`src/hdl/assert_macros.svh`:
```
// Assertion macros shared by the climate hysteresis controller RTL.
// Depends on a clock named clk and an active-low reset named rst_n in the using module.
`ifndef ASSERT_MACROS_SVH
`define ASSERT_MACROS_SVH

// Check that cons holds in the same cycle as ante.
`define ASSERT_IMPL(label, ante, cons) \
    label: assert property (@(posedge clk) disable iff (!rst_n) (ante) |-> (cons)) \
        else $error("assertion failed: same-cycle implication");

// Check that cons holds in the cycle after ante.
`define ASSERT_NEXT(label, ante, cons) \
    label: assert property (@(posedge clk) disable iff (!rst_n) (ante) |=> (cons)) \
        else $error("assertion failed: next-cycle implication");

`endif

```
`src/hdl/chc_pkg.sv`:
```
// Types and fixed constants of the climate hysteresis controller.
// Used by every module; depends on nothing.
package chc_pkg;

    // Operation codes
    localparam logic OP_SAMPLE = 1'b0;
    localparam logic OP_CLEAR  = 1'b1;

    // Configuration register indexes
    localparam int unsigned CFG_INDEX_W = 3;
    localparam int unsigned CFG_DATA_W  = 12;
    localparam logic [CFG_INDEX_W-1:0] REG_FAN_TEMP_ON        = 3'd0;
    localparam logic [CFG_INDEX_W-1:0] REG_FAN_TEMP_OFF       = 3'd1;
    localparam logic [CFG_INDEX_W-1:0] REG_FAN_HUM_ON         = 3'd2;
    localparam logic [CFG_INDEX_W-1:0] REG_FAN_HUM_OFF        = 3'd3;
    localparam logic [CFG_INDEX_W-1:0] REG_HOT_TEMP           = 3'd4;
    localparam logic [CFG_INDEX_W-1:0] REG_SOIL_DRY_LEVEL     = 3'd5;
    localparam logic [CFG_INDEX_W-1:0] REG_SOIL_OK_LEVEL      = 3'd6;
    localparam logic [CFG_INDEX_W-1:0] REG_SOIL_CRITICAL_LEVEL = 3'd7;

    // Timing constants in milliseconds
    localparam logic [31:0] RUN_PERIOD_MS = 32'd3000;
    localparam logic [31:0] FAN_MIN_ON_MS = 32'd5000;

    // Light thresholds on the raw ADC scale
    localparam logic [11:0] LIGHT_DARK = 12'd500;
    localparam logic [11:0] LIGHT_OK   = 12'd900;

    // Soil scaling: percent = (4095 - raw) * 100 / 3000 = (4095 - raw) / 30.
    // Divide by 30 as multiply by ceil(2^16 / 30) and shift; exact for 12-bit values.
    localparam logic [11:0] ADC_FULL    = 12'd4095;
    localparam logic [11:0] SOIL_RECIP  = 12'd2185;
    localparam int unsigned SOIL_SHIFT  = 16;
    localparam logic [7:0]  SOIL_MAX    = 8'd100;

    // Colors
    localparam logic [7:0] COLOR_FULL  = 8'd255;
    localparam logic [7:0] COLOR_AMBER = 8'd120;
    localparam logic [7:0] COLOR_DIM   = 8'd80;
    localparam logic [7:0] COLOR_OFF   = 8'd0;

    typedef struct packed {
        logic signed [11:0] fan_temp_on;
        logic signed [11:0] fan_temp_off;
        logic [9:0]         fan_hum_on;
        logic [9:0]         fan_hum_off;
        logic signed [11:0] hot_temp;
        logic [6:0]         soil_dry_level;
        logic [6:0]         soil_ok_level;
        logic [6:0]         soil_critical_level;
    } cfg_t;

    localparam cfg_t CFG_RESET = '{
        fan_temp_on:         12'sd280,
        fan_temp_off:        12'sd260,
        fan_hum_on:          10'd700,
        fan_hum_off:         10'd600,
        hot_temp:            12'sd300,
        soil_dry_level:      7'd27,
        soil_ok_level:       7'd40,
        soil_critical_level: 7'd20
    };

    typedef struct packed {
        logic               operation;
        logic               enabled;
        logic [31:0]        now_ms;
        logic signed [11:0] temperature;
        logic               temperature_valid;
        logic [9:0]         humidity;
        logic               humidity_valid;
        logic [11:0]        soil_raw;
        logic [11:0]        light_raw;
        logic               fan_is_on;
    } sample_t;

    typedef struct packed {
        logic       fan_request;
        logic [7:0] red;
        logic [7:0] green;
        logic [7:0] blue;
        logic       alert;
    } result_t;

    typedef struct packed {
        logic        fan_latch;
        logic        soil_dry_latch;
        logic        dim_latch;
        logic [31:0] last_run_time;
        logic [31:0] fan_min_on_deadline;
    } state_t;

    // Outcome of one sample: whether it answers, the new state and the answer
    typedef struct packed {
        logic    has_result;
        state_t  state_next;
        result_t res;
    } eval_t;

endpackage

```
`src/hdl/chc_sample_if.sv`:
```
// Sample request channel of the climate hysteresis controller.
// Stand-alone; field widths follow chc_pkg but are written out here.
interface chc_sample_if;
    logic               valid;
    logic               ready;
    logic               operation;
    logic               enabled;
    logic [31:0]        now_ms;
    logic signed [11:0] temperature;
    logic               temperature_valid;
    logic [9:0]         humidity;
    logic               humidity_valid;
    logic [11:0]        soil_raw;
    logic [11:0]        light_raw;
    logic               fan_is_on;

    modport source (
        output valid, operation, enabled, now_ms, temperature, temperature_valid,
               humidity, humidity_valid, soil_raw, light_raw, fan_is_on,
        input  ready
    );
    modport sink (
        input  valid, operation, enabled, now_ms, temperature, temperature_valid,
               humidity, humidity_valid, soil_raw, light_raw, fan_is_on,
        output ready
    );
endinterface

```
`src/hdl/chc_result_if.sv`:
```
// Result channel of the climate hysteresis controller.
// Stand-alone; carries the fan request, RGB color and alert flag.
interface chc_result_if;
    logic       valid;
    logic       ready;
    logic       fan_request;
    logic [7:0] red;
    logic [7:0] green;
    logic [7:0] blue;
    logic       alert;

    modport source (
        output valid, fan_request, red, green, blue, alert,
        input  ready
    );
    modport sink (
        input  valid, fan_request, red, green, blue, alert,
        output ready
    );
endinterface

```
`src/hdl/chc_cfg_if.sv`:
```
// Configuration write channel of the climate hysteresis controller.
// Stand-alone; a register index and write data per request.
interface chc_cfg_if;
    logic        valid;
    logic        ready;
    logic [2:0]  index;
    logic [11:0] data;

    modport source (
        output valid, index, data,
        input  ready
    );
    modport sink (
        input  valid, index, data,
        output ready
    );
endinterface

```
`src/hdl/chc_cfg_regs.sv`:
```
// Configuration register file of the climate hysteresis controller.
// Depends on chc_pkg and chc_cfg_if.
module chc_cfg_regs (
    input  logic          clk,
    input  logic          rst_n,
    chc_cfg_if.sink       cfg,
    output chc_pkg::cfg_t regs
);

    chc_pkg::cfg_t regs_reg;
    chc_pkg::cfg_t regs_next;
    logic          wr_en;

    // Take every write at once
    assign cfg.ready = 1'b1;
    assign wr_en     = cfg.valid & cfg.ready;
    assign regs      = regs_reg;

    // Decode the register index and truncate the data to the field width
    always_comb
    begin
        regs_next = regs_reg;
        if (wr_en)
        begin
            case (cfg.index)
                chc_pkg::REG_FAN_TEMP_ON:         regs_next.fan_temp_on = $signed(cfg.data[11:0]);
                chc_pkg::REG_FAN_TEMP_OFF:        regs_next.fan_temp_off = $signed(cfg.data[11:0]);
                chc_pkg::REG_FAN_HUM_ON:          regs_next.fan_hum_on = cfg.data[9:0];
                chc_pkg::REG_FAN_HUM_OFF:         regs_next.fan_hum_off = cfg.data[9:0];
                chc_pkg::REG_HOT_TEMP:            regs_next.hot_temp = $signed(cfg.data[11:0]);
                chc_pkg::REG_SOIL_DRY_LEVEL:      regs_next.soil_dry_level = cfg.data[6:0];
                chc_pkg::REG_SOIL_OK_LEVEL:       regs_next.soil_ok_level = cfg.data[6:0];
                chc_pkg::REG_SOIL_CRITICAL_LEVEL: regs_next.soil_critical_level = cfg.data[6:0];
                default:                          regs_next = regs_reg;
            endcase
        end
    end

    // Hold the registers
    always_ff @(posedge clk or negedge rst_n)
    begin
        if (!rst_n)
        begin
            regs_reg <= chc_pkg::CFG_RESET;
        end
        else
        begin
            regs_reg <= regs_next;
        end
    end

endmodule

```
`src/hdl/chc_eval.sv`:
```
// Single-pass evaluation of one sample against the latches and timers.
// Depends on chc_pkg; purely combinational.
module chc_eval (
    input  chc_pkg::cfg_t    cfg,
    input  chc_pkg::state_t  st,
    input  chc_pkg::sample_t smp,
    output chc_pkg::eval_t   ev
);

    logic        is_clear;
    logic [31:0] elapsed;
    logic        too_soon;
    logic        run;
    logic [11:0] soil_diff;
    logic [23:0] soil_prod;
    logic [7:0]  soil_quot;
    logic [6:0]  soil_pct;
    logic        temp_ok;
    logic        hum_ok;
    logic        fan_set;
    logic        cool;
    logic        dry_air;
    logic        fan_release;
    logic        fan_latch_new;
    logic        soil_latch_new;
    logic        dim_latch_new;
    logic        hot_dry;
    logic        want_fan;
    chc_pkg::result_t res;

    assign is_clear = (smp.operation == chc_pkg::OP_CLEAR);
    assign temp_ok  = smp.temperature_valid;
    assign hum_ok   = smp.humidity_valid;

    // Rate limit: a zero last run time means never run
    assign elapsed  = smp.now_ms - st.last_run_time;
    assign too_soon = (st.last_run_time != 32'd0) && (elapsed < chc_pkg::RUN_PERIOD_MS);
    assign run      = smp.enabled && !too_soon;

    // Scale soil to a percentage by reciprocal multiply, then clamp
    assign soil_diff = chc_pkg::ADC_FULL - smp.soil_raw;
    assign soil_prod = 24'(soil_diff) * 24'(chc_pkg::SOIL_RECIP);
    assign soil_quot = soil_prod[chc_pkg::SOIL_SHIFT +: 8];
    assign soil_pct  = (soil_quot > chc_pkg::SOIL_MAX) ? chc_pkg::SOIL_MAX[6:0] : soil_quot[6:0];

    // Fan latch: release wins over set
    assign fan_set = (temp_ok && ($signed(smp.temperature) >= $signed(cfg.fan_temp_on)))
                  || (hum_ok && (smp.humidity >= cfg.fan_hum_on));
    assign cool    = !temp_ok || ($signed(smp.temperature) <= $signed(cfg.fan_temp_off));
    assign dry_air = !hum_ok || (smp.humidity <= cfg.fan_hum_off);
    assign fan_release   = cool && dry_air && (smp.now_ms >= st.fan_min_on_deadline);
    assign fan_latch_new = fan_release ? 1'b0 : (fan_set | st.fan_latch);

    // Soil and dim latches: clearing wins over setting
    assign soil_latch_new = (soil_pct >= cfg.soil_ok_level) ? 1'b0
                          : ((soil_pct <= cfg.soil_dry_level) | st.soil_dry_latch);
    assign dim_latch_new  = (smp.light_raw >= chc_pkg::LIGHT_OK) ? 1'b0
                          : ((smp.light_raw <= chc_pkg::LIGHT_DARK) | st.dim_latch);

    // Color by priority: hot and critically dry, then dry soil, then dim
    assign hot_dry  = temp_ok && ($signed(smp.temperature) >= $signed(cfg.hot_temp))
                   && (soil_pct <= cfg.soil_critical_level);
    assign want_fan = fan_latch_new | hot_dry;

    always_comb
    begin
        res.fan_request = want_fan;
        res.red         = chc_pkg::COLOR_OFF;
        res.green       = chc_pkg::COLOR_OFF;
        res.blue        = chc_pkg::COLOR_OFF;
        res.alert       = 1'b0;
        if (hot_dry)
        begin
            res.red   = chc_pkg::COLOR_FULL;
            res.alert = 1'b1;
        end
        else if (soil_latch_new)
        begin
            res.red   = chc_pkg::COLOR_FULL;
            res.green = chc_pkg::COLOR_AMBER;
            res.alert = 1'b1;
        end
        else if (dim_latch_new)
        begin
            res.red   = chc_pkg::COLOR_DIM;
            res.green = chc_pkg::COLOR_DIM;
            res.blue  = chc_pkg::COLOR_DIM;
        end
    end

    // Pick the outcome: clear, skipped sample or run
    always_comb
    begin
        ev.has_result = 1'b0;
        ev.state_next = st;
        ev.res        = res;
        if (is_clear)
        begin
            ev.has_result = 1'b1;
            ev.state_next = '0;
            ev.res        = '0;
        end
        else if (run)
        begin
            ev.has_result                     = 1'b1;
            ev.state_next.last_run_time       = smp.now_ms;
            ev.state_next.fan_latch           = fan_latch_new;
            ev.state_next.soil_dry_latch      = soil_latch_new;
            ev.state_next.dim_latch           = dim_latch_new;
            if (want_fan && !smp.fan_is_on)
            begin
                ev.state_next.fan_min_on_deadline = smp.now_ms + chc_pkg::FAN_MIN_ON_MS;
            end
        end
    end

endmodule

```
`src/hdl/climate_hysteresis_controller.sv`:
```
// Climate hysteresis controller, top level.
// Depends on chc_pkg, the chc_*_if interfaces, chc_cfg_regs, chc_eval and assert_macros.svh.
//
// Usage:
//   sample : request channel; each request is a sample step (operation 0) or a
//            clear (operation 1) with timestamp and sensor readings.
//   result : one answer per clear and per sample that runs; disabled samples and
//            samples within 3000 ms of the last run give no answer.
//   cfg    : register writes (index 0..7), always ready; write only while idle.
// Pipeline: a request is captured in the input register at acceptance; its answer
//   is loaded into the result register when the request leaves the input register.
// Throughput: one request per cycle while results are taken. The latches and timers
//   are updated in the same cycle the request moves out of the input register, so
//   the next request already sees them.
// Reset: latches, last run time and fan deadline clear to zero, registers take
//   their defaults, both pipeline registers empty.
// Stall: while a result waits untaken, the input register holds its request and
//   sample ready drops once that register is full; nothing is lost.
module climate_hysteresis_controller (
    input logic          clk,
    input logic          rst_n,
    chc_sample_if.sink   sample,
    chc_result_if.source result,
    chc_cfg_if.sink      cfg
);

    `include "assert_macros.svh"

    chc_pkg::cfg_t    cfg_regs;
    chc_pkg::sample_t smp_in;
    chc_pkg::sample_t smp_reg;
    logic             smp_valid_reg;
    logic             smp_valid_next;
    chc_pkg::state_t  state_reg;
    chc_pkg::state_t  state_next;
    chc_pkg::result_t res_reg;
    logic             res_valid_reg;
    logic             res_valid_next;
    chc_pkg::eval_t   ev;
    logic             in_take;
    logic             advance;
    logic             clear_advance;

    // Configuration registers
    chc_cfg_regs u_cfg_regs (
        .clk   (clk),
        .rst_n (rst_n),
        .cfg   (cfg),
        .regs  (cfg_regs)
    );

    // Evaluate the request held in the input register
    chc_eval u_eval (
        .cfg (cfg_regs),
        .st  (state_reg),
        .smp (smp_reg),
        .ev  (ev)
    );

    // Pack the incoming request
    always_comb
    begin
        smp_in.operation         = sample.operation;
        smp_in.enabled           = sample.enabled;
        smp_in.now_ms            = sample.now_ms;
        smp_in.temperature       = sample.temperature;
        smp_in.temperature_valid = sample.temperature_valid;
        smp_in.humidity          = sample.humidity;
        smp_in.humidity_valid    = sample.humidity_valid;
        smp_in.soil_raw          = sample.soil_raw;
        smp_in.light_raw         = sample.light_raw;
        smp_in.fan_is_on         = sample.fan_is_on;
    end

    // Advance when the result register is free or draining
    assign advance      = smp_valid_reg && (!res_valid_reg || result.ready);
    assign sample.ready = !smp_valid_reg || advance;
    assign in_take      = sample.valid && sample.ready;

    // Next values of the control state
    always_comb
    begin
        smp_valid_next = smp_valid_reg;
        if (in_take)
        begin
            smp_valid_next = 1'b1;
        end
        else if (advance)
        begin
            smp_valid_next = 1'b0;
        end

        res_valid_next = res_valid_reg;
        if (advance && ev.has_result)
        begin
            res_valid_next = 1'b1;
        end
        else if (result.ready)
        begin
            res_valid_next = 1'b0;
        end

        state_next = advance ? ev.state_next : state_reg;
    end

    // Control registers and state
    always_ff @(posedge clk or negedge rst_n)
    begin
        if (!rst_n)
        begin
            smp_valid_reg <= 1'b0;
            res_valid_reg <= 1'b0;
            state_reg     <= '0;
        end
        else
        begin
            smp_valid_reg <= smp_valid_next;
            res_valid_reg <= res_valid_next;
            state_reg     <= state_next;
        end
    end

    // Payload registers
    always_ff @(posedge clk)
    begin
        if (in_take)
        begin
            smp_reg <= smp_in;
        end
        if (advance && ev.has_result)
        begin
            res_reg <= ev.res;
        end
    end

    // Drive the result channel
    assign result.valid       = res_valid_reg;
    assign result.fan_request = res_reg.fan_request;
    assign result.red         = res_reg.red;
    assign result.green       = res_reg.green;
    assign result.blue        = res_reg.blue;
    assign result.alert       = res_reg.alert;

    // Flag a clear request leaving the input register
    assign clear_advance = advance && (smp_reg.operation == chc_pkg::OP_CLEAR);

    // A clear empties the latches and timers and answers all off
    `ASSERT_NEXT(a_clear_state, clear_advance, state_reg == '0)
    `ASSERT_NEXT(a_clear_result, clear_advance, res_valid_reg && (res_reg == '0))
    // A request that gives no answer leaves the state alone
    `ASSERT_NEXT(a_skip_keeps_state, advance && !ev.has_result, state_reg == $past(state_reg))
    // Every alert color is full red
    `ASSERT_IMPL(a_alert_red, res_valid_reg && res_reg.alert, res_reg.red == chc_pkg::COLOR_FULL)

endmodule
```
`src/flat_wrapper.sv`:
```
// flat-port wrapper written by rule: the top's interface ports become plain ports
module climate_hysteresis_controller_flat 
  (clk, rst_n, sample_valid, sample_operation, sample_enabled, sample_now_ms, sample_temperature, sample_temperature_valid, sample_humidity, sample_humidity_valid, sample_soil_raw, sample_light_raw, sample_fan_is_on, sample_ready, result_valid, result_fan_request, result_red, result_green, result_blue, result_alert, result_ready, cfg_valid, cfg_index, cfg_data, cfg_ready);
  chc_sample_if sample_i ();
  chc_result_if result_i ();
  chc_cfg_if cfg_i ();
  input logic clk;
  input logic rst_n;
  input wire logic [$bits(sample_i.valid)-1:0] sample_valid;
  input wire logic [$bits(sample_i.operation)-1:0] sample_operation;
  input wire logic [$bits(sample_i.enabled)-1:0] sample_enabled;
  input wire logic [$bits(sample_i.now_ms)-1:0] sample_now_ms;
  input wire logic [$bits(sample_i.temperature)-1:0] sample_temperature;
  input wire logic [$bits(sample_i.temperature_valid)-1:0] sample_temperature_valid;
  input wire logic [$bits(sample_i.humidity)-1:0] sample_humidity;
  input wire logic [$bits(sample_i.humidity_valid)-1:0] sample_humidity_valid;
  input wire logic [$bits(sample_i.soil_raw)-1:0] sample_soil_raw;
  input wire logic [$bits(sample_i.light_raw)-1:0] sample_light_raw;
  input wire logic [$bits(sample_i.fan_is_on)-1:0] sample_fan_is_on;
  output wire logic [$bits(sample_i.ready)-1:0] sample_ready;
  output wire logic [$bits(result_i.valid)-1:0] result_valid;
  output wire logic [$bits(result_i.fan_request)-1:0] result_fan_request;
  output wire logic [$bits(result_i.red)-1:0] result_red;
  output wire logic [$bits(result_i.green)-1:0] result_green;
  output wire logic [$bits(result_i.blue)-1:0] result_blue;
  output wire logic [$bits(result_i.alert)-1:0] result_alert;
  input wire logic [$bits(result_i.ready)-1:0] result_ready;
  input wire logic [$bits(cfg_i.valid)-1:0] cfg_valid;
  input wire logic [$bits(cfg_i.index)-1:0] cfg_index;
  input wire logic [$bits(cfg_i.data)-1:0] cfg_data;
  output wire logic [$bits(cfg_i.ready)-1:0] cfg_ready;
  assign sample_i.valid = sample_valid;
  assign sample_i.operation = sample_operation;
  assign sample_i.enabled = sample_enabled;
  assign sample_i.now_ms = sample_now_ms;
  assign sample_i.temperature = sample_temperature;
  assign sample_i.temperature_valid = sample_temperature_valid;
  assign sample_i.humidity = sample_humidity;
  assign sample_i.humidity_valid = sample_humidity_valid;
  assign sample_i.soil_raw = sample_soil_raw;
  assign sample_i.light_raw = sample_light_raw;
  assign sample_i.fan_is_on = sample_fan_is_on;
  assign sample_ready = sample_i.ready;
  assign result_valid = result_i.valid;
  assign result_fan_request = result_i.fan_request;
  assign result_red = result_i.red;
  assign result_green = result_i.green;
  assign result_blue = result_i.blue;
  assign result_alert = result_i.alert;
  assign result_i.ready = result_ready;
  assign cfg_i.valid = cfg_valid;
  assign cfg_i.index = cfg_index;
  assign cfg_i.data = cfg_data;
  assign cfg_ready = cfg_i.ready;
  climate_hysteresis_controller u_core (.clk(clk), .rst_n(rst_n), .sample(sample_i), .result(result_i), .cfg(cfg_i));
endmodule
```
`config.mk`:
```
export PLATFORM = sky130hd
export DESIGN_NAME = climate_hysteresis_controller_flat
export DESIGN_NICKNAME = d
export VERILOG_FILES = /design/src/hdl/chc_pkg.sv /design/src/hdl/chc_sample_if.sv /design/src/hdl/chc_result_if.sv /design/src/hdl/chc_cfg_if.sv /design/src/hdl/chc_cfg_regs.sv /design/src/hdl/chc_eval.sv /design/src/hdl/climate_hysteresis_controller.sv /design/src/flat_wrapper.sv
export VERILOG_INCLUDE_DIRS = /design/src /design/src/hdl
export SDC_FILE = /design/constraint.sdc
export NUM_CORES = 1
export LEC_CHECK = 0
export ABC_AREA = 0
export BUFFER_PORTS_ARGS = -buffer_cell sky130_fd_sc_hd__buf_2
export CORE_ASPECT_RATIO = 0.9
export CORE_MARGIN = 4
export CORE_UTILIZATION = 61
export CTS_CLUSTER_DIAMETER = 150
export CTS_CLUSTER_SIZE = 20
export DETAILED_ROUTE_END_ITERATION = 7
export PLACE_DENSITY = 0.81
export SYNTH_ARGS = -nofsm -noshare
export SYNTH_HDL_FRONTEND = slang
export SYNTH_SLANG_ARGS = --single-unit
```
`constraint.sdc`:
```
create_clock -name clk -period 7.15 [get_ports clk]
set_input_delay 1.0725 -clock clk [delete_from_list [all_inputs] [get_ports clk]]
set_output_delay 1.0725 -clock clk [all_outputs]
set_load 0.02 [all_outputs]
```
==> results of run 1 <==
## power breakdown
group | switching (mW) | internal (mW)
combinational | 0.905 | 0.627
clock | 0.447 | 0.400
sequential | 0.115 | 1.62
total | 1.47 | 2.64
## layer usage
metal	vias to the layer above	part of all wire, %	wire [µm]
li1	5543	-	-
met1	5534	48	16600
met2	379	43	15100
met3	52	7.1	2490
met4	0	2.1	735
met5	-	0	0
## cell usage in the layout (no fill, tap or decap), types with 21 or more instances in the layout
master    count
ha_1        195
inv_1       189
buf_2       119
dfrtp_1     119
nand2_1     102
o21ai_0      90
edfxtp_1     89
a21oi_1      68
nor2_1       52
a21o_1       43
mux2_2       36
a22o_1       33
nand3_1      30
dfstp_2      27
nand4_1      25
xnor2_1      23
xor2_1       23
o22ai_1      21
## repair_timing
| item | 4_1_cts | 5_1_grt |
|---|---|---|
| hold buffers | 0 | 0 |
| hold endpoints to repair | 0 | 0 |
| resized for setup | 0 | 4 |
| endpoints found under the setup margin | 0 | 29 |
## cells in the mapped netlist, types with 5 or more instances
master	number	area, µm²
a211oi_1	10	75.1
and2_1	6	37.5
nor2b_1	10	62.6
inv_1	189	709
nand4_1	25	156
o21bai_1	6	45.0
ha_1	195	2440
a2111oi_0	6	52.6
o21ai_1	5	25.0
a21oi_1	68	340
o21a_1	12	90.1
a21o_1	43	323
edfxtp_1	89	2670
buf_4	23	173
nand2_1	102	383
o22ai_2	10	125
nor4_1	11	68.8
xnor2_1	23	201
fa_1	7	140
clkbuf_1	18	67.6
o22ai_1	21	131
nor2_1	52	195
a31oi_1	9	56.3
o211a_1	6	60.1
dfstp_2	27	709
o21ai_0	92	460
buf_6	6	67.6
dfrtp_1	119	2980
and4_1	5	43.8
and3_1	12	75.1
o211ai_1	7	52.6
o2111ai_1	8	70.1
mux2i_1	5	50.1
o31ai_1	5	37.5
xor2_1	23	201
nand3_1	30	150
buf_2	13	65.1
nor3_1	16	80.1
nand2b_1	19	119
mux2_2	36	405
a22o_1	33	289
## worst reg2reg max path, cell delays in order (launching register included)
cell      delay [ns]
edfxtp_1        0.37
inv_1           0.08
ha_1            0.28
inv_1           0.07
fa_1            0.54
inv_1           0.04
ha_1            0.28
ha_1            0.29
ha_1            0.47
nand4_1         0.14
o211ai_1        0.30
nor2_1          0.10
a22oi_2         0.25
mux2i_1         0.32
nand3_1         0.11
o21ai_1         0.26
nand2_1         0.16
ha_1            0.33
and3_1          0.20
nand3_1         0.10
nor2_1          0.09
mux2i_1         0.11
a31oi_1         0.32
a311oi_2        0.26
or4_4           0.77
o22ai_1         0.19
## cells by family after synthesis
kind of cell / after synthesis
compound gates: 392
mux: 41
xor+xnor: 46
flops: 235
other cells: 2
buf+inv: 249
fa+ha+maj: 203
simple gates: 317
## area by class of cell
type                            instances  area (µm²)  share of cell area, %
Multi-Input combinational cell       1011        7860                   47.8
Tap cell                              336         420                   2.56
Clock inverter                          2        15.0                 0.0913
Timing Repair Buffer                  129         674                   4.10
Clock buffer                           24         409                   2.49
Sequential cell                       235        6360                   38.7
Inverter                              189         709                   4.31
## worst max path at each step
stage                                 to  slack [ns]  cells past startpoint
floorplan           u_core.state_reg[13]        1.29                     26
global placement     u_core.state_reg[0]        0.90                     25
detailed placement  u_core.state_reg[30]        0.64                     25
CTS                 u_core.state_reg[30]        0.61                     25
global route        u_core.state_reg[30]         0.1                     25
finish              u_core.state_reg[11]        0.63                     25
==> results by group, run 1 <==
Floorplanning
  • Die Span Y: 158 µm
  • Initial Util: between 60% and 70%
  • Die W: between 150 and 200 µm
  • Die area: 27500 µm²
  • Core box area: ~24000 µm²
  • Row cnt: between 50 and 60
  • # IOs: about 130

Critical path
  • Critical path peak fanout: 15
  • Kind of cell adding the most delay to the critical path: adder cells
  • CP max stage cell: or4_4
  • Most frequent CP cell: ha_1
  • R2R Path Start: u_core.smp_reg[16]
  • Startpoint Class: flip-flop
  • Critical Path AT: just under 7 ns
  • Max incr delay on CP: 0.77 ns
  • R2R Path End: u_core.state_reg[11]
  • CP bufs+invs: 3
  • FF-to-FF path depth: 25
  • Endpoint type of the worst setup path: flip-flop
  • CP Launch Point: u_core.smp_reg[16]
  • Internal reg-to-reg setup slack: 0.63 ns
  • Required time worst endpoint: around 7.6 ns
  • WS Path Type: reg2reg

Synth
  • Number of enable flip-flop cells after synthesis: between 80 and 90
  • Simple-gate area share of the yosys netlist: 10.5%
  • XOR/XNOR Fraction of Synth Area: 2.65%
  • Flops & latches, synth: approximately 240
  • Largest family of logic cells by synthesized area: compound AO/OA/AOI/OAI gates
  • Synth Area in Compound Gates: about 18%
  • Synth cell types: between 80 and 90
  • Synth async-reset ratio: 62.1%
  • Mapped Area: ~15000 µm²
  • Warnings, synthesis: 0
  • Post-synthesis mux area share: 2.99%
  • Seq/Total Area, Yosys: 41.8%
  • Synth Area per Inst: around 10 µm²
  • Top FF cell, synth: dfrtp_1
  • Adder-cell share of the synthesized area: roughly 17%
  • Post-Syn Instances: 1485

GRT
  • Vias in the first global route: 11258
  • M3 GR Usage: 4.04%
  • GR Layer Usage met2: approximately 40%
  • Initial antenna violation count: 0
  • Total track usage: 25.0%
  • Met1 Use GR: approximately 37%
  • First-pass GRT wire length: between 50 and 60 mm
  • Gr ovfl total: 0
  • Largest net degree at the start of global routing: 100
  • GRT busiest layer: met2

STA
  • Slew Limit Fails: 0
  • Relative slew slack: a little over a fifth
  • FMAX: 153 MHz
  • Setup TNS: 0 ns
  • Worst slew pin tran: roughly 1.2 ns
  • Tmin final: approximately 6.5 ns
  • Final worst setup slack: 0.633 ns
  • Tightest hold margin: around 0.5 ns
  • Setup violators final: 0
  • Final period util: between 90% and 100%
  • Unrepaired setup endpoints after global routing: false
  • Fin. Hold Viols: 0
  • Worst Skew: 0.0152 ns

Routing
  • Vias: approximately 12000
  • DR pass1 iterations: 6
  • Via/cell ratio: 5.98
  • Drt drc: 0
  • DR WL/cell: 18.1 µm
  • Initial DRC Count: between 800 and 900
  • Post-route ant nets: 0
  • Total Routed Length: 34.9 mm

Cells and area
  • Area Overhead vs Synth: 8.09%
  • Max reg flops: between 80 and 90
  • # diodes: 0
  • Post-route cell area: ~16000 µm²
  • Number of fill cells: roughly 1900
  • Finished Core Util: about two thirds
  • Share of layout cells above drive strength 1: about 15%
  • Number of nets in the layout: around 1900
  • Final std cells w/o fill: 1926

Clock network
  • Clock sink total: 235
  • CTS root buf: clkbuf_16
  • CTS max path bufs: 3
  • CTS tree: built
  • Setup Fix Bufs, Post-CTS: 0
  • Num CTS Buffers: 15
  • H-tree depth: 1
  • Clock-pin slew on the worst setup and hold paths: about 0.08 ns
  • Clock latency on the worst-skew pair: 0.50 ns

Min path
  • Worst hold path cell count: 2
  • HP Class: reg2reg
  • HP Start: u_core.state_reg[65]
  • Hold Crit Endpoint: u_core.state_reg[65]

Run
  • Max-cap violations: 0

Power
  • Leakage: approximately 7.5 nW
  • Peak VDD IR: approximately 0.2 mV
  • PnR Total Power: between 4 and 5 mW
  • Cell Pwr Density: 250 nW/µm²

Placement
  • Placed insts: between 1500 and 2000
  • Pre-CTS setup slack: ~0.64 ns
  • Placed instance area: 16000 µm²
  • Input/output buffers: 120
  • GPL Wtd Cong: ~0.94
  • HPWL after DPL: approximately 26 mm

Status
  • Status: completed
Note: power is estimated with default switching activity, not from simulation.
==> run 2: changes to the inputs <==
Clock period 7.15 ns to 7.17 ns, I/O delays scaled along.
==> results by group, run 2 (synthesis results as in run 1) <==
Status
  • Status: completed

GRT
  • Largest net degree at the start of global routing: 100
  • First-pass GRT wire length: 57.1 mm
  • Vias in the first global route: 11307
  • Total track usage: 25.0%
  • Gr ovfl total: 0
  • Initial antenna violation count: 0

Floorplanning
  • Die Span Y: about 160 µm
  • Row cnt: 54
  • Initial Util: 62.4%
  • # IOs: 132
  • Core box area: roughly 24000 µm²
  • Die W: around 170 µm
  • Die area: 27500 µm²

Critical path
  • Startpoint Class: flip-flop
  • Endpoint type of the worst setup path: flip-flop
  • Max incr delay on CP: between 0.7 and 0.8 ns
  • CP max stage cell: or4_4
  • Required time worst endpoint: around 7.6 ns
  • Critical path peak fanout: 15
  • WS Path Type: reg2reg
  • Internal reg-to-reg setup slack: around 0.58 ns
  • Critical Path AT: roughly 7 ns
  • Most frequent CP cell: ha_1

STA
  • Unrepaired setup endpoints after global routing: false
  • Final period util: between 90% and 100%
  • Fin. Hold Viols: 0
  • Setup TNS: 0 ns
  • Tmin final: 6.59 ns
  • Slew Limit Fails: 0
  • Setup violators final: 0
  • FMAX: 152 MHz
  • Worst Skew: between 0.015 and 0.02 ns
  • Worst slew pin tran: between 1 and 1.5 ns
  • Relative slew slack: between 20% and 30%

Clock network
  • CTS max path bufs: 3
  • Clock latency on the worst-skew pair: 0.50 ns
  • CTS tree: built
  • Clock-pin slew on the worst setup and hold paths: 0.09 ns
  • Clock sink total: about 240
  • Num CTS Buffers: 15
  • Hold buffer count at cts: 0
  • CTS root buf: clkbuf_16
  • H-tree depth: 1

Routing
  • DR WL/cell: 18.1 µm
  • Post-route ant nets: 0
  • Vias: between 10000 and 15000
  • DR pass1 iterations: 5
  • Via/cell ratio: 5.94
  • Drt drc: 0
  • Total Routed Length: 34.9 mm
  • Initial DRC Count: between 800 and 900

Placement
  • HPWL after DPL: roughly 26 mm
  • GPL Wtd Cong: about 0.94
  • Input/output buffers: 120
  • Placed insts: between 1500 and 2000

Power
  • Cell Pwr Density: 249 nW/µm²
  • Power share of the combinational group: roughly 37%
  • Sequential power share: a little over two fifths
  • Psw: approximately 1.5 mW
  • Int Pwr: around 2.6 mW
  • Sw Ratio: 35.7%
  • Leakage: approximately 7.5 nW
  • Clk pwr share: between 20% and 30%
  • Peak VDD IR: between 0.2 and 0.3 mV

Min path
  • HP Class: reg2reg

Cells and area
  • Area Overhead vs Synth: 8.09%
  • # diodes: 0
  • Final std cells w/o fill: roughly 1900
  • Number of nets in the layout: about 1900
  • Share of layout cells above drive strength 1: around 15%
  • Most frequent cells in the layout: 195 x ha_1, 189 x inv_1, 119 x buf_2, 119 x dfrtp_1, 102 x nand2_1
  • Most common cell after layout, fill and taps aside: ha_1
  • Max reg flops: slightly above 80

Run
  • Max-cap violations: 0
==> run 2: path summary, 6_finish.rpt <==
kind | cells past startpoint | endpoint | from
min in group asynchronous | 1 | u_core.u_cfg_regs.regs[70] | rst_n
worst min-delay path | 2 | u_core.state_reg[65] | u_core.state_reg[65]
worst max-delay path | 25 | u_core.state_reg[8] | u_core.smp_reg[16]
worst min register to register | 2 | u_core.state_reg[65] | u_core.state_reg[65]
worst max register to register | 25 | u_core.state_reg[8] | u_core.smp_reg[16]
max in group asynchronous | 2 | u_core.state_reg[7] | rst_n
==> run 2: worst max-delay path, delay by kind of cell (launching register included) <==
family          cells  cell delay, ns
compound gates      9            2.23
flops               1            0.37
simple gates        6            1.62
buf+inv             3            0.19
mux                 1            0.12
fa+ha+maj           6            1.97
==> run 2: layout make-up <==
| type | instances | area (µm²) |
|---|---|---|
| Clock inverter | 2 | 15.0 |
| Timing Repair Buffer | 129 | 674 |
| Tap cell | 336 | 420 |
| Clock buffer | 24 | 409 |
| Sequential cell | 235 | 6360 |
| Fill cell | 1908 | 7940 |
| Multi-Input combinational cell | 1011 | 7860 |
| Inverter | 189 | 709 |
==> run 2: power by group through the flow <==
stage                     Clock, mW  Sequential [mW]  Combinational [mW]
after floorplan                   0             1.72                1.12
after global placement            0             1.74                1.44
after detailed placement          0             1.75                1.49
after CTS                     0.863             1.72                1.50
after global routing          0.920             1.75                1.72
final                         0.842             1.73                1.53
==> run 2: metrics by stage <==
step	setup WS, ns	hold WS (ns)	power (mW)	instance area [µm²]	util [%]
2_1_floorplan	1.31	0.447	2.84	15300	-
3_3_place_gp	0.923	0.465	3.18	16000	65.6
6_report	0.576	0.503	4.09	16500	67.5
4_1_cts	0.513	0.497	4.09	16400	67.4
3_5_place_dp	0.559	0.474	3.24	16000	65.6
5_1_grt	0.0405	0.534	4.38	16500	67.5
==> run 2: routing by layer <==
metal	global-route usage [%]	up-vias	share of wire (%)
met3	3.61	40	7.6
li1	-	5556	-
met4	5.05	0	1.9
met1	37.8	5465	48
met2	39.1	373	43
met5	0	-	0
==> run 2: repair_timing <==
item,CTS,global route
gates resized for setup,0,3
endpoints found under the setup margin,0,24
buffers inserted,0,0
==> run 3: changes to the inputs <==
Settings changed: CORE_ASPECT_RATIO 0.9 to 1.75.
==> results by group, run 3 (synthesis results as in run 1) <==
Status
  • Status: completed

Critical path
  • R2R Path Start: u_core.smp_reg[16]
  • Endpoint type of the worst setup path: flip-flop
  • Internal reg-to-reg setup slack: just under 0.6 ns
  • Required time worst endpoint: roughly 7.6 ns
  • Critical path peak fanout: 30
  • WS Path Type: reg2reg
  • Critical Path AT: 6.97 ns
  • Startpoint Class: flip-flop
  • FF-to-FF path depth: 25
  • R2R Path End: u_core.state_reg[30]

Power
  • Leakage: 7.49 nW
  • Cell Pwr Density: 250 nW/µm²
  • Peak VDD IR: around 0.23 mV

Min path
  • HP Start: u_core.state_reg[2]
  • Worst hold path cell count: 1
  • HP Class: reg2reg
  • Hold Crit Endpoint: u_core.state_reg[2]

Placement
  • Input/output buffers: 120
  • HPWL after DPL: 28.7 mm
  • Placed instance area: ~16000 µm²
  • GPL Wtd Cong: about 0.91
  • Placed insts: 1875

Clock network
  • Num CTS Buffers: 15
  • CTS root buf: clkbuf_16
  • H-tree depth: 1
  • CTS max path bufs: 3
  • Clock-pin slew on the worst setup and hold paths: 0.08 ns
  • Clock sink total: 235
  • Clock latency on the worst-skew pair: ~0.49 ns
  • Hold buffer count at cts: 0
  • CTS tree: built

Floorplanning
  • Die area: 27600 µm²
  • Row cnt: 76
  • Core box area: 24600 µm²
  • Initial Util: 61.8%
  • Die Span Y: about 220 µm
  • Die W: 127 µm
  • # IOs: 132

Routing
  • Vias: 11469
  • Total Routed Length: around 37 mm
  • Drt drc: 0
  • DR pass1 iterations: 5
  • Initial DRC Count: approximately 530
  • Via/cell ratio: between 6 and 7
  • Post-route ant nets: 0
  • DR WL/cell: ~19 µm

Cells and area
  • Finished Core Util: 66.6%
  • Number of nets in the layout: ~1900
  • Multi-input gate area: 7850 µm²
  • Final std cells w/o fill: about 1900
  • Most common cell after layout, fill and taps aside: ha_1
  • Number of fill cells: between 1500 and 2000
  • Max reg flops: 83
  • Area Overhead vs Synth: 7.84%
  • Most frequent cells in the layout: 195 x ha_1, 189 x inv_1, 119 x buf_2, 119 x dfrtp_1, 102 x nand2_1
  • Sequential Area: 6360 µm²
  • Post-route cell area: roughly 16000 µm²
  • Share of layout cells above drive strength 1: ~15%

STA
  • Final period util: 91.7%
  • FMAX: 152 MHz
  • Fin. Hold Viols: 0
  • Worst slew pin tran: 1.14 ns
  • Tmin final: between 6 and 7 ns
  • Relative slew slack: 23.5%
  • Slew Limit Fails: 0
  • Setup TNS: 0 ns
  • Setup violators final: 0
  • Worst Skew: between 0.02 and 0.025 ns
  • Unrepaired setup endpoints after global routing: false

GRT
  • Total track usage: roughly a quarter
  • Initial antenna violation count: 1
  • Vias in the first global route: around 12000
  • First-pass GRT wire length: about 59 mm
  • Largest net degree at the start of global routing: 85
  • Gr ovfl total: 0

Run
  • Max-cap violations: 0
run 3: cell types whose count changed in the layout (fill, tap and decap cells not counted):
cell,delta
a311oi_1,+1
a311oi_2,-1
diode_2,+1
o21ai_0,+1
o21ai_1,-1
o311ai_1,-1
o311ai_2,+1
or4_4,-1
run 3: report_power, final:
group	leakage [nW]	internal [mW]	switching (mW)
logic	4.60	0.625	0.904
registers	2.68	1.61	0.123
clock network	0.204	0.399	0.443
run 3: through the flow:
| stage | hold slack [ns] | setup WS [ns] | total power, mW |
|---|---|---|---|
| 2_1_floorplan | 0.447 | 1.31 | 2.84 |
| 3_3_place_gp | 0.475 | 0.962 | 3.20 |
| 3_5_place_dp | 0.483 | 0.681 | 3.26 |
| 4_1_cts | 0.503 | 0.642 | 4.12 |
| 5_1_grt | 0.518 | 0.0276 | 4.37 |
| 6_report | 0.498 | 0.596 | 4.11 |
run 3: layer usage:
metal | track usage, % | wire length [µm]
met2 | 52.6 | 20700
met4 | 14.0 | 2090
met5 | 0 | 0
met3 | 2.04 | 1210
met1 | 27.3 | 12700
run 3: layout make-up:
| type | instances | area share (%) |
|---|---|---|
| clock buffer | 24 | 2.49 |
| inverter | 189 | 4.32 |
| timing repair buffer | 129 | 4.11 |
| tap | 312 | 2.38 |
| sequential | 235 | 38.7 |
| multi-input combinational | 1010 | 47.8 |
| antenna | 1 | 0.0152 |
| clock inverter | 2 | 0.0915 |
run 3: critical path: stages (launching register included):
cell      delay, ns
edfxtp_1       0.35
inv_1          0.07
ha_1           0.27
inv_1          0.08
fa_1           0.54
inv_1          0.04
ha_1           0.18
ha_1           0.28
ha_1           0.38
a21oi_1        0.27
o21ai_1        0.18
a31o_2         0.28
or2_2          0.28
o221ai_1       0.29
o21ai_0        0.27
o21ai_0        0.24
nand2_1        0.19
ha_1           0.33
and3_1         0.19
nand3_1        0.10
nor2_1         0.09
mux2i_1        0.11
a31oi_1        0.30
a311oi_1       0.20
or4_4          0.74
o22ai_1        0.23
run 3: repair_timing:
action,in CTS,in global routing
buffers inserted,0,0
endpoints found under the setup margin,0,3
resized for setup,0,1
run 3: how the worst max path moves through the flow:
stage                      endpoint          startpoint  cells after the start
2_1_floorplan  u_core.state_reg[13]  u_core.smp_reg[16]                     26
3_3_place_gp    u_core.state_reg[0]  u_core.smp_reg[16]                     25
3_5_place_dp   u_core.state_reg[30]  u_core.smp_reg[17]                     25
4_1_cts        u_core.state_reg[30]  u_core.smp_reg[17]                     25
5_1_grt        u_core.state_reg[30]  u_core.smp_reg[17]                     25
6_report       u_core.state_reg[30]  u_core.smp_reg[16]                     25
